**src/rtl/core/adsr_pkg.sv**
```systemverilog
// ----------------------------------------------------------------------------
// adsr_pkg
// Shared types and constants of the linear ADSR envelope generator.
// ----------------------------------------------------------------------------
package adsr_pkg;

    localparam int LEVEL_W   = 24;
    localparam int SAMPLE_W  = 16;
    localparam int FRAC_BITS = 23;
    localparam int DIV_STEPS = 24;
    localparam int CNT_W     = $clog2(DIV_STEPS);

    localparam logic [LEVEL_W-1:0] FULL_SCALE = LEVEL_W'(1) << FRAC_BITS;

    typedef enum logic [2:0] {
        ST_IDLE    = 3'd0,
        ST_ATTACK  = 3'd1,
        ST_DECAY   = 3'd2,
        ST_SUSTAIN = 3'd3,
        ST_RELEASE = 3'd4
    } stage_t;

    typedef enum logic [1:0] {
        REQ_SAMPLE   = 2'd0,
        REQ_NOTE_ON  = 2'd1,
        REQ_NOTE_OFF = 2'd2
    } req_t;

    typedef enum logic [1:0] {
        REG_ATTACK_STEP     = 2'd0,
        REG_DECAY_STEP      = 2'd1,
        REG_SUSTAIN_LEVEL   = 2'd2,
        REG_RELEASE_SAMPLES = 2'd3
    } cfg_reg_t;

    typedef struct packed {
        logic sample_step;
        logic note_on;
        logic go_idle;
        logic div_load;
        logic div_step;
        logic div_fin;
        logic out_load;
    } ctrl_cmd_t;

    typedef struct packed {
        logic stage_idle;
        logic release_zero;
    } ctrl_status_t;

endpackage

```
**src/rtl/core/adsr_ctrl.sv**
```systemverilog
// ----------------------------------------------------------------------------
// adsr_ctrl
// Sequencer: request decode, release divider stepping, output word handshake.
// ----------------------------------------------------------------------------
module adsr_ctrl
(
    input  logic                    clk,
    input  logic                    rst_n,
    input  logic                    s_tvalid,
    output logic                    s_tready,
    input  logic [1:0]              req_type,
    output logic                    m_tvalid,
    input  logic                    m_tready,
    input  adsr_pkg::ctrl_status_t  status,
    output adsr_pkg::ctrl_cmd_t     cmd
);

    typedef enum logic [1:0] {
        S_IDLE  = 2'd0,
        S_SCALE = 2'd1,
        S_DIV   = 2'd2,
        S_FIN   = 2'd3
    } state_t;

    state_t                       state_reg;
    state_t                       state_next;
    logic [adsr_pkg::CNT_W-1:0]   cnt_reg;
    logic [adsr_pkg::CNT_W-1:0]   cnt_next;
    logic                         out_valid_reg;
    logic                         out_valid_next;
    logic                         accept;

    assign s_tready = (state_reg == S_IDLE);
    assign m_tvalid = out_valid_reg;
    assign accept   = s_tvalid && s_tready;

    always_comb
    begin
        state_next = state_reg;
        cnt_next   = cnt_reg;
        cmd        = '0;
        case (state_reg)
            S_IDLE:
            begin
                if (accept)
                begin
                    case (req_type)
                        adsr_pkg::REQ_SAMPLE:
                        begin
                            cmd.sample_step = 1'b1;
                            state_next      = S_SCALE;
                        end
                        adsr_pkg::REQ_NOTE_ON:
                        begin
                            cmd.note_on = 1'b1;
                        end
                        adsr_pkg::REQ_NOTE_OFF:
                        begin
                            if (!status.stage_idle)
                            begin
                                if (status.release_zero)
                                begin
                                    cmd.go_idle = 1'b1;
                                end
                                else
                                begin
                                    cmd.div_load = 1'b1;
                                    cnt_next     = '0;
                                    state_next   = S_DIV;
                                end
                            end
                        end
                        default:
                        begin
                        end
                    endcase
                end
            end
            S_SCALE:
            begin
                if (!out_valid_reg || m_tready)
                begin
                    cmd.out_load = 1'b1;
                    state_next   = S_IDLE;
                end
            end
            S_DIV:
            begin
                cmd.div_step = 1'b1;
                cnt_next     = cnt_reg + 1'b1;
                if (cnt_reg == adsr_pkg::CNT_W'(adsr_pkg::DIV_STEPS - 1))
                begin
                    state_next = S_FIN;
                end
            end
            S_FIN:
            begin
                cmd.div_fin = 1'b1;
                state_next  = S_IDLE;
            end
            default:
            begin
                state_next = S_IDLE;
            end
        endcase

        if (cmd.out_load)
        begin
            out_valid_next = 1'b1;
        end
        else if (m_tready)
        begin
            out_valid_next = 1'b0;
        end
        else
        begin
            out_valid_next = out_valid_reg;
        end
    end

    always_ff @(posedge clk or negedge rst_n)
    begin
        if (!rst_n)
        begin
            state_reg     <= S_IDLE;
            cnt_reg       <= '0;
            out_valid_reg <= 1'b0;
        end
        else
        begin
            state_reg     <= state_next;
            cnt_reg       <= cnt_next;
            out_valid_reg <= out_valid_next;
        end
    end

endmodule

```
**src/rtl/core/adsr_dp.sv**
```systemverilog
// ----------------------------------------------------------------------------
// adsr_dp
// Datapath: configuration registers, envelope state, restoring divider for
// the release step, sample scaler and output word register.
// ----------------------------------------------------------------------------
module adsr_dp
(
    input  logic                                  clk,
    input  logic                                  rst_n,
    input  logic                                  cfg_valid,
    input  logic [1:0]                            cfg_index,
    input  logic [adsr_pkg::LEVEL_W-1:0]          cfg_data,
    input  logic signed [adsr_pkg::SAMPLE_W-1:0]  sample_in,
    input  adsr_pkg::ctrl_cmd_t                   cmd,
    output adsr_pkg::ctrl_status_t                status,
    output logic signed [adsr_pkg::SAMPLE_W-1:0]  sample_out,
    output logic [adsr_pkg::LEVEL_W-1:0]          level_out,
    output logic [2:0]                            stage_out
);

    localparam int LW = adsr_pkg::LEVEL_W;
    localparam int SW = adsr_pkg::SAMPLE_W;
    localparam int PW = SW + LW + 1;

    logic [LW-1:0]          attack_reg,  attack_next;
    logic [LW-1:0]          decay_reg,   decay_next;
    logic [LW-1:0]          sustain_reg, sustain_next;
    logic [LW-1:0]          rel_cnt_reg, rel_cnt_next;

    adsr_pkg::stage_t       stage_reg,   stage_next;
    logic [LW-1:0]          level_reg,   level_next;
    logic [LW-1:0]          rel_step_reg, rel_step_next;

    logic signed [SW-1:0]   sample_reg,  sample_next;
    logic [LW:0]            rem_reg,     rem_next;
    logic [LW-1:0]          quo_reg,     quo_next;
    logic signed [SW-1:0]   out_sample_reg, out_sample_next;
    logic [LW-1:0]          out_level_reg,  out_level_next;
    adsr_pkg::stage_t       out_stage_reg,  out_stage_next;

    logic [LW-1:0]          sus_sat;
    logic [LW:0]            att_sum;
    logic signed [LW+1:0]   dec_diff;
    logic signed [LW+1:0]   rel_diff;
    logic [LW:0]            div_shift;
    logic [LW+1:0]          div_trial;
    logic signed [PW-1:0]   product;

    assign sus_sat   = (sustain_reg > adsr_pkg::FULL_SCALE) ? adsr_pkg::FULL_SCALE : sustain_reg;
    assign att_sum   = {1'b0, level_reg} + {1'b0, attack_reg};
    assign dec_diff  = $signed({2'b00, level_reg}) - $signed({2'b00, decay_reg});
    assign rel_diff  = $signed({2'b00, level_reg}) - $signed({2'b00, rel_step_reg});
    assign div_shift = {rem_reg[LW-1:0], quo_reg[LW-1]};
    assign div_trial = {1'b0, div_shift} - {2'b00, rel_cnt_reg};
    assign product   = PW'($signed(sample_reg)) * PW'($signed({1'b0, level_reg}));

    assign status.stage_idle   = (stage_reg == adsr_pkg::ST_IDLE);
    assign status.release_zero = (rel_cnt_reg == '0);

    assign sample_out = out_sample_reg;
    assign level_out  = out_level_reg;
    assign stage_out  = out_stage_reg;

    always_comb
    begin
        attack_next     = attack_reg;
        decay_next      = decay_reg;
        sustain_next    = sustain_reg;
        rel_cnt_next    = rel_cnt_reg;
        stage_next      = stage_reg;
        level_next      = level_reg;
        rel_step_next   = rel_step_reg;
        sample_next     = sample_reg;
        rem_next        = rem_reg;
        quo_next        = quo_reg;
        out_sample_next = out_sample_reg;
        out_level_next  = out_level_reg;
        out_stage_next  = out_stage_reg;

        if (cfg_valid)
        begin
            case (cfg_index)
                adsr_pkg::REG_ATTACK_STEP:     attack_next  = cfg_data;
                adsr_pkg::REG_DECAY_STEP:      decay_next   = cfg_data;
                adsr_pkg::REG_SUSTAIN_LEVEL:   sustain_next = cfg_data;
                adsr_pkg::REG_RELEASE_SAMPLES: rel_cnt_next = cfg_data;
                default:
                begin
                end
            endcase
        end

        if (cmd.sample_step)
        begin
            sample_next = sample_in;
            case (stage_reg)
                adsr_pkg::ST_ATTACK:
                begin
                    if (att_sum >= {1'b0, adsr_pkg::FULL_SCALE})
                    begin
                        level_next = adsr_pkg::FULL_SCALE;
                        stage_next = (decay_reg != '0) ? adsr_pkg::ST_DECAY
                                                       : adsr_pkg::ST_SUSTAIN;
                    end
                    else
                    begin
                        level_next = att_sum[LW-1:0];
                    end
                end
                adsr_pkg::ST_DECAY:
                begin
                    if (dec_diff <= $signed({2'b00, sus_sat}))
                    begin
                        level_next = sus_sat;
                        stage_next = adsr_pkg::ST_SUSTAIN;
                    end
                    else
                    begin
                        level_next = dec_diff[LW-1:0];
                    end
                end
                adsr_pkg::ST_SUSTAIN:
                begin
                    level_next = sus_sat;
                end
                adsr_pkg::ST_RELEASE:
                begin
                    if (rel_diff <= $signed({(LW+2){1'b0}}))
                    begin
                        level_next = '0;
                        stage_next = adsr_pkg::ST_IDLE;
                    end
                    else
                    begin
                        level_next = rel_diff[LW-1:0];
                    end
                end
                default:
                begin
                    level_next = '0;
                    stage_next = adsr_pkg::ST_IDLE;
                end
            endcase
        end

        if (cmd.note_on)
        begin
            if (attack_reg != '0)
            begin
                stage_next = adsr_pkg::ST_ATTACK;
            end
            else if (decay_reg != '0)
            begin
                level_next = adsr_pkg::FULL_SCALE;
                stage_next = adsr_pkg::ST_DECAY;
            end
            else
            begin
                level_next = sus_sat;
                stage_next = adsr_pkg::ST_SUSTAIN;
            end
        end

        if (cmd.go_idle)
        begin
            level_next = '0;
            stage_next = adsr_pkg::ST_IDLE;
        end

        if (cmd.div_load)
        begin
            rem_next = '0;
            quo_next = level_reg;
        end

        if (cmd.div_step)
        begin
            rem_next = div_trial[LW+1] ? div_shift : div_trial[LW:0];
            quo_next = {quo_reg[LW-2:0], ~div_trial[LW+1]};
        end

        if (cmd.div_fin)
        begin
            rel_step_next = (quo_reg == '0) ? LW'(1) : quo_reg;
            stage_next    = adsr_pkg::ST_RELEASE;
        end

        if (cmd.out_load)
        begin
            out_sample_next = (stage_reg == adsr_pkg::ST_IDLE) ? '0
                            : product[adsr_pkg::FRAC_BITS +: SW];
            out_level_next  = level_reg;
            out_stage_next  = stage_reg;
        end
    end

    always_ff @(posedge clk or negedge rst_n)
    begin
        if (!rst_n)
        begin
            attack_reg   <= '0;
            decay_reg    <= '0;
            sustain_reg  <= '0;
            rel_cnt_reg  <= '0;
            stage_reg    <= adsr_pkg::ST_IDLE;
            level_reg    <= '0;
            rel_step_reg <= '0;
        end
        else
        begin
            attack_reg   <= attack_next;
            decay_reg    <= decay_next;
            sustain_reg  <= sustain_next;
            rel_cnt_reg  <= rel_cnt_next;
            stage_reg    <= stage_next;
            level_reg    <= level_next;
            rel_step_reg <= rel_step_next;
        end
    end

    always_ff @(posedge clk)
    begin
        sample_reg     <= sample_next;
        rem_reg        <= rem_next;
        quo_reg        <= quo_next;
        out_sample_reg <= out_sample_next;
        out_level_reg  <= out_level_next;
        out_stage_reg  <= out_stage_next;
    end

`ifndef SYNTH
    assert property (@(posedge clk) disable iff (!rst_n)
        cmd.div_fin |=> (stage_reg == adsr_pkg::ST_RELEASE) && (rel_step_reg != '0))
    else $error("release step not armed after division");

    assert property (@(posedge clk) disable iff (!rst_n)
        level_reg <= adsr_pkg::FULL_SCALE)
    else $error("envelope level above full scale");

    assert property (@(posedge clk) disable iff (!rst_n)
        (stage_reg == adsr_pkg::ST_IDLE) |-> (level_reg == '0))
    else $error("nonzero level while idle");

    assert property (@(posedge clk) disable iff (!rst_n)
        cmd.div_step |-> $stable(level_reg) && $stable(rel_cnt_reg))
    else $error("divider operands changed during division");
`endif

endmodule

```
**src/rtl/core/adsr_envelope_generator_top.sv**
```systemverilog
// ----------------------------------------------------------------------------
// adsr_envelope_generator_top
// Linear ADSR envelope applied to a 16-bit audio stream.
// ----------------------------------------------------------------------------
// An audio sample holds the input side until its output word loads: the
// envelope steps at the accepting edge and the scaled output word loads at the
// next edge, later only while the previous output word still waits for m_tready.
// A note-on, an unused request code, and a note-off while idle or with
// release_samples at zero leave the input side ready and yield no word. A
// note-off that starts a release loads the restoring divider, which forms
// level / release_samples one quotient bit per cycle, and then arms the release.
// Configuration writes are taken every cycle.
// ----------------------------------------------------------------------------
module adsr_envelope_generator_top
(
    input  logic        clk,
    input  logic        rst_n,
    input  logic        cfg_valid,
    output logic        cfg_ready,
    input  logic [1:0]  cfg_index,
    input  logic [23:0] cfg_data,
    input  logic        s_tvalid,
    output logic        s_tready,
    input  logic [15:0] s_tdata,   // [15:0] sample_in
    input  logic [1:0]  s_tuser,   // [1:0] req_type
    output logic        m_tvalid,
    input  logic        m_tready,
    output logic [39:0] m_tdata,   // [15:0] sample_out, [39:16] level_out
    output logic [2:0]  m_tuser    // [2:0] stage_out
);

    adsr_pkg::ctrl_cmd_t     cmd;
    adsr_pkg::ctrl_status_t  status;
    logic signed [15:0]      sample_out;
    logic [23:0]             level_out;

    assign cfg_ready = 1'b1;
    assign m_tdata   = {level_out, sample_out};

    adsr_ctrl u_ctrl
    (
        .clk      (clk),
        .rst_n    (rst_n),
        .s_tvalid (s_tvalid),
        .s_tready (s_tready),
        .req_type (s_tuser),
        .m_tvalid (m_tvalid),
        .m_tready (m_tready),
        .status   (status),
        .cmd      (cmd)
    );

    adsr_dp u_dp
    (
        .clk        (clk),
        .rst_n      (rst_n),
        .cfg_valid  (cfg_valid),
        .cfg_index  (cfg_index),
        .cfg_data   (cfg_data),
        .sample_in  (s_tdata),
        .cmd        (cmd),
        .status     (status),
        .sample_out (sample_out),
        .level_out  (level_out),
        .stage_out  (m_tuser)
    );

endmodule
```
**config.mk**
```make
export PLATFORM = sky130hd
export DESIGN_NAME = adsr_envelope_generator_top
export DESIGN_NICKNAME = d
export VERILOG_FILES = /design/src/rtl/core/adsr_pkg.sv /design/src/rtl/core/adsr_ctrl.sv /design/src/rtl/core/adsr_dp.sv /design/src/rtl/core/adsr_envelope_generator_top.sv
export SDC_FILE = /design/constraint.sdc
export NUM_CORES = 2
export LEC_CHECK = 0
export ABC_AREA = 1
export ABC_CLOCK_PERIOD_IN_PS = 7550
export BUFFER_PORTS_ARGS = -buffer_cell sky130_fd_sc_hd__buf_4
export CAP_MARGIN = 15
export CORE_ASPECT_RATIO = 1.75
export CORE_MARGIN = 5
export CORE_UTILIZATION = 55
export DETAILED_ROUTE_END_ITERATION = 12
export PLACE_DENSITY_LB_ADDON = 0.25
export SLEW_MARGIN = 20
export SYNTH_ARGS = -nofsm -noshare
export SYNTH_HDL_FRONTEND = slang
export SYNTH_SLANG_ARGS = --single-unit
```
**constraint.sdc**
```tcl
create_clock -name clk -period 7.55 [get_ports clk]
set_clock_uncertainty 0.2 [all_clocks]
set_input_delay 0.3775 -clock clk [delete_from_list [all_inputs] [get_ports clk]]
set_output_delay 0.3775 -clock clk [all_outputs]
set_load 0.02 [all_outputs]
```
Word level (Yosys, flattened, before mapping) --
Index checks and enable logic that the tools add are counted.
Cells by class: bitwise logic cells 1, multiplexer cells 52, multiply operators 1, eq/ne operators 26, magnitude comparators 4, reductions and logical operators 22, add/sub/neg operators 5
Operators with widths (number):
- $mux 24 | 15
- $pmux 24 s4 | 1
- $sub 24x24->25 | 2
- $logic_not 24->1 | 2
- $reduce_bool 24->1 | 2
- $mul 16x25->39 | 1
- $le 26x1->1 const B | 1
- $le 26x25->1 | 1
- $sub 25x24->26 | 1
- $add 24x24->25 | 1
- $ge 25x24->1 const B | 1
- $gt 24x24->1 const B | 1
- $mux 3 | 8
- $mux 5 | 4
- $ne 5x4->1 const B | 3
- $mux 2 | 7
- $pmux 3 s4 | 1
- $mux 1 | 11
- $eq 2x2->1 const B | 5
- $pmux 5 s2 | 1
- $reduce_and 5->1 | 2
- $ne 3x3->1 const B | 3
- $mux 4 | 2
- $ne 2x2->1 const B | 4
- other kinds (20) | 31
Word-level totals: bits in registers 262, word-level logic and storage cells 127, output and inout bits 46

Depth between registers and ports, before layout --
word-level depth 10, depth in mapped cells 29, gate-level depth less buffers 28

Hierarchy --
From an unflattened synthesis, not the netlist that was laid out.
Second synthesis, totals: cells, all modules 4132, area, all modules 30834.6 um2
Modules (own cells, without submodules):
- adsr_dp | instances 1, seq. area each 6891.6 um2, area each 30314.1 um2, cells an instance 4059
- adsr_ctrl | instances 1, seq. area each 200.2 um2, area each 509.2 um2, cells an instance 71
- adsr_envelope_generator_top | instances 1, seq. area each 0.0 um2, area each 11.3 um2, cells an instance 2

Worst setup path before layout --
Ideal clock, no wire load.
path kind register to register, start point register u_dp.level_reg[12], end point register u_dp.out_sample_reg[15], in the netlist u_dp.sample_out[15], data pin, path buffers 2, required time 7.091 ns, cell stages (with the launch flop) 27, setup slack 1.429 ns, data arrival time 5.662 ns, setup time 0.259 ns, cells stage by stage dfrtp_1 > clkbuf_1 > clkbuf_1 > nand2_1 > fa_1 > inv_1 > fa_1 > inv_1 > fa_1 > inv_1 > fa_1 > fa_1 > inv_1 > fa_1 > inv_1 > ha_1 > a21oi_1 > o21ai_0 > a21oi_1 > nor3_1 > nor2_1 > o21ai_0 > nand2_1 > nand2_1 > a31o_2 > o21ai_0 > a21oi_1
On the way: longest elaborated chain between the ends 1
RTL lines:
- start, declared | RTL line adsr_dp.sv:31 | logic [LW-1:0] level_reg, level_next;
- start signal, assigned | RTL line adsr_dp.sv:216 | level_reg <= level_next;
- $mul 16x25->39 | RTL line adsr_dp.sv:55 | assign product = PW'($signed(sample_reg)) * PW'($signed({1'b0, level_reg}));
- end signal, assigned | RTL line adsr_dp.sv:226 | out_sample_reg <= out_sample_next;
- end, declared | RTL line adsr_dp.sv:37 | logic signed [SW-1:0] out_sample_reg, out_sample_next;
Every way passes these cells. A chain may end at the register's enable or synchronous reset.

Worst setup path in the final report --
start point register u_dp.sample_reg[1], end point register u_dp.out_sample_reg[15], in the netlist u_dp.sample_out[15], data pin
On the way: longest elaborated chain between the ends 1
RTL lines:
- start, declared | RTL line adsr_dp.sv:34 | logic signed [SW-1:0] sample_reg, sample_next;
- start signal, assigned | RTL line adsr_dp.sv:223 | sample_reg <= sample_next;
- $mul 16x25->39 | RTL line adsr_dp.sv:55
Every way passes these cells.

==> summary.txt <==
Layout
  – N_diodes: 0
  – Layout cells sized above 1: 0.0575
  – Syn-to-layout area delta: 9.04%
  – Final Non-Filler Cells: 4,872
  – Nets: 4,759
  – Final core utilization: 0.604
  – Filler instances: 5,152

Timing
  – Slew headroom: 0.217
  – Slew @ Worst Pin: 1.18 ns
  – Setup_tns: 0 ns
  – Slew Limit Fails: 0
  – RSZ-0062 raised after global routing: false
  – WHS: 0.00421 ns
  – Number of setup violations in the final report: 0
  – Fmax: 145 MHz
  – Tcrit/Tclk final: 0.915
  – Final Hold Fails: 0
  – Tmin final: 6.91 ns

Clocking
  – Clock H-tree levels: 1
  – Clk buf depth: 3
  – Clock sink count: 262
  – Reg clk slew, reported paths: 0.07 ns
  – Root Buffer: clkbuf_16
  – Cts bufs inserted: 27
  – CTS tree: done
  – Worst-Skew Late Latency: 0.59 ns
  – # Post-CTS Setup Buffers: 0

Detailed routing
  – Drt total wl: 102,000 um
  – DRC Markers: 0
  – ANT nets after route: 0
  – DR vias: 27,160
  – Vias per cell: 5.57
  – DRT iter0 DRCs: 1,676
  – DR WL/cell: 20.9 um
  – Pre-antenna DRT Iters: 7

Worst setup path
  – CP endpoint kind: flip-flop
  – Worst Setup Path Type: reg -> reg
  – WP data arrival: 7.05 ns
  – CP Data Required Time: 7.69 ns
  – CP max FO: 23
  – CP startpoint kind: flip-flop

Logic synthesis
  – Synth area leaders: fa_1, dfrtp_1, nand2_1, inv_1, edfxtp_1
  – Async SR Flop Fraction: 0.592
  – Register area share after synthesis: 0.233
  – Average size of a mapped cell: 7.48 um^2
  – Yosys top cell by area: fa_1
  – Most frequent cells after synthesis: nand2_1, inv_1, fa_1
  – EDFF count, synth: 107
  – Synth Net Count: 4,679
  – Post-synthesis cell count: 4,076
  – Most frequent cell after synthesis: nand2_1
  – Post-synth top area share: 0.203
  – Yosys reg bits: 262
  – Yosys warns: 0
  – Unique masters post-synth: 57
  – Cell area after synthesis: 30,500 um^2
  – Top_reg_cell synth: dfrtp_1

Outcome
  – Status: finished clean

Placement
  – Placed cells: 4,792
  – Placer's final routability congestion estimate: 1.01
  – Port bufs: 93
  – Post-DP HPWL: 83,900 um

Floorplan
  – Boundary Pins: 95
  – Initial Util: 0.554
  – Die area: 60,400 um^2
  – Core area: 55,100 um^2
  – Die span in y: 321 um
  – Row count: 114
  – DIE WIDTH: 188 um

GRT
  – Overflow after GRT: 0
  – Vias in the first global route: 28,624
  – GRT Overall Usage: 0.339
  – Largest net degree at the start of global routing: 70
  – Antenna violations before repair: 0
  – First-pass GRT wire length: 158,000 um

Flow run
  – Max-cap check violation count: 0

Min path
  – HP Class: in -> reg
[metrics by stage]
| step | setup slack (ns) | instance area [um^2] |
|---|---|---|
| floorplan | 1.43 | 30500 |
| global placement | 0.816 | 32000 |
| detailed placement | 0.693 | 32000 |
| CTS | 0.661 | 33200 |
| global route | 0.174 | 33200 |
| finish | 0.638 | 33200 |
[what timing repair did]
action / in CTS / in global routing
setup endpoints to repair: 0 / 0
hold endpoints to repair: 107 / 0
resized for setup: 0 / 0
hold buffers: 31 / 0
[placed cells by master (no fill, tap or decap), drive strengths merged, types with 28 or more instances in the layout]
master,netlist,final
ha,245,245
nor2,215,215
nand2,1033,1033
clkbuf,123,37
o21ai,257,257
edfxtp,107,107
nand3,144,144
xnor2,28,28
fa,309,309
buf,18,161
xor2,36,36
inv,920,926
dfrtp,155,155
nor3,34,34
a21oi,249,249
dlygate4sd3,0,31
nand4,61,61
[critical path, stage by stage, from the launching register on]
cell	delay [ns]
edfxtp_1	0.94
nand2_1	0.18
fa_1	0.57
inv_1	0.06
fa_1	0.54
inv_1	0.07
fa_1	0.51
inv_1	0.06
fa_1	0.48
fa_1	0.49
inv_1	0.05
fa_1	0.47
inv_1	0.04
ha_1	0.30
a21oi_1	0.22
o21ai_0	0.16
a21oi_1	0.20
nor3_1	0.06
nor2_1	0.07
o21ai_0	0.24
nand2_1	0.15
nand2_1	0.16
a31o_2	0.25
o21ai_0	0.14
a21oi_1	0.05
[area by class of cell]
type / instances / area [um^2] / area share
inverters: 920 / 3450 / 0.104
multi-input cells: 2753 / 19400 / 0.584
clock buffers: 37 / 817 / 0.0246
well taps: 696 / 871 / 0.0262
clock inverters: 12 / 88.8 / 0.00267
repair buffers: 192 / 1520 / 0.0458
flip-flops and latches: 262 / 7090 / 0.213
[per-layer routing]
metal | up-vias | share of wire | routed length (um) | track usage
li1 | 12819 | - | - | -
met1 | 12965 | 0.33 | 33600 | 0.337
met2 | 981 | 0.53 | 53700 | 0.641
met3 | 395 | 0.044 | 4460 | 0.0321
met4 | 0 | 0.099 | 10100 | 0.265
met5 | - | 0 | 0 | 0
[path summary, 6_finish.rpt]
kind                            slack (ns)  cells past startpoint                                end                               from
max in group asynchronous             5.15                      4    u_dp.attack_reg[21]$_DFFE_PN0P_                              rst_n
worst min-delay path                 0.004                      3    u_dp.rel_cnt_reg[9]$_DFFE_PN0P_                        cfg_data[9]
worst max-delay path                  0.64                     24  u_dp.sample_out[15]$_SDFFCE_PN0P_       u_dp.sample_reg[1]$_DFFE_PP_
worst max register to register        0.64                     24  u_dp.sample_out[15]$_SDFFCE_PN0P_       u_dp.sample_reg[1]$_DFFE_PP_
worst min register to register        0.28                      2  u_dp.rel_step_reg[19]$_DFFE_PN0P_  u_dp.rel_step_reg[19]$_DFFE_PN0P_
min in group asynchronous             0.14                      2  u_dp.rel_step_reg[21]$_DFFE_PN0P_                              rst_n
[cell families (layout without fill, tap and decap cells)]
group	count (synthesis)	after routing	synth area share
XOR/XNOR	64	64	0.0186
AND/OR/NAND/NOR	1536	1536	0.208
adder cells (fa/ha/maj)	554	554	0.303
buffers and inverters	1061	1161	0.132
other	1	1	0.000123
flip-flops	262	262	0.233
AO/OA/AOI/OAI	598	598	0.106
Power is not shown: default switching activity piles up to over one toggle a cycle in this logic, so the estimate is an artifact.
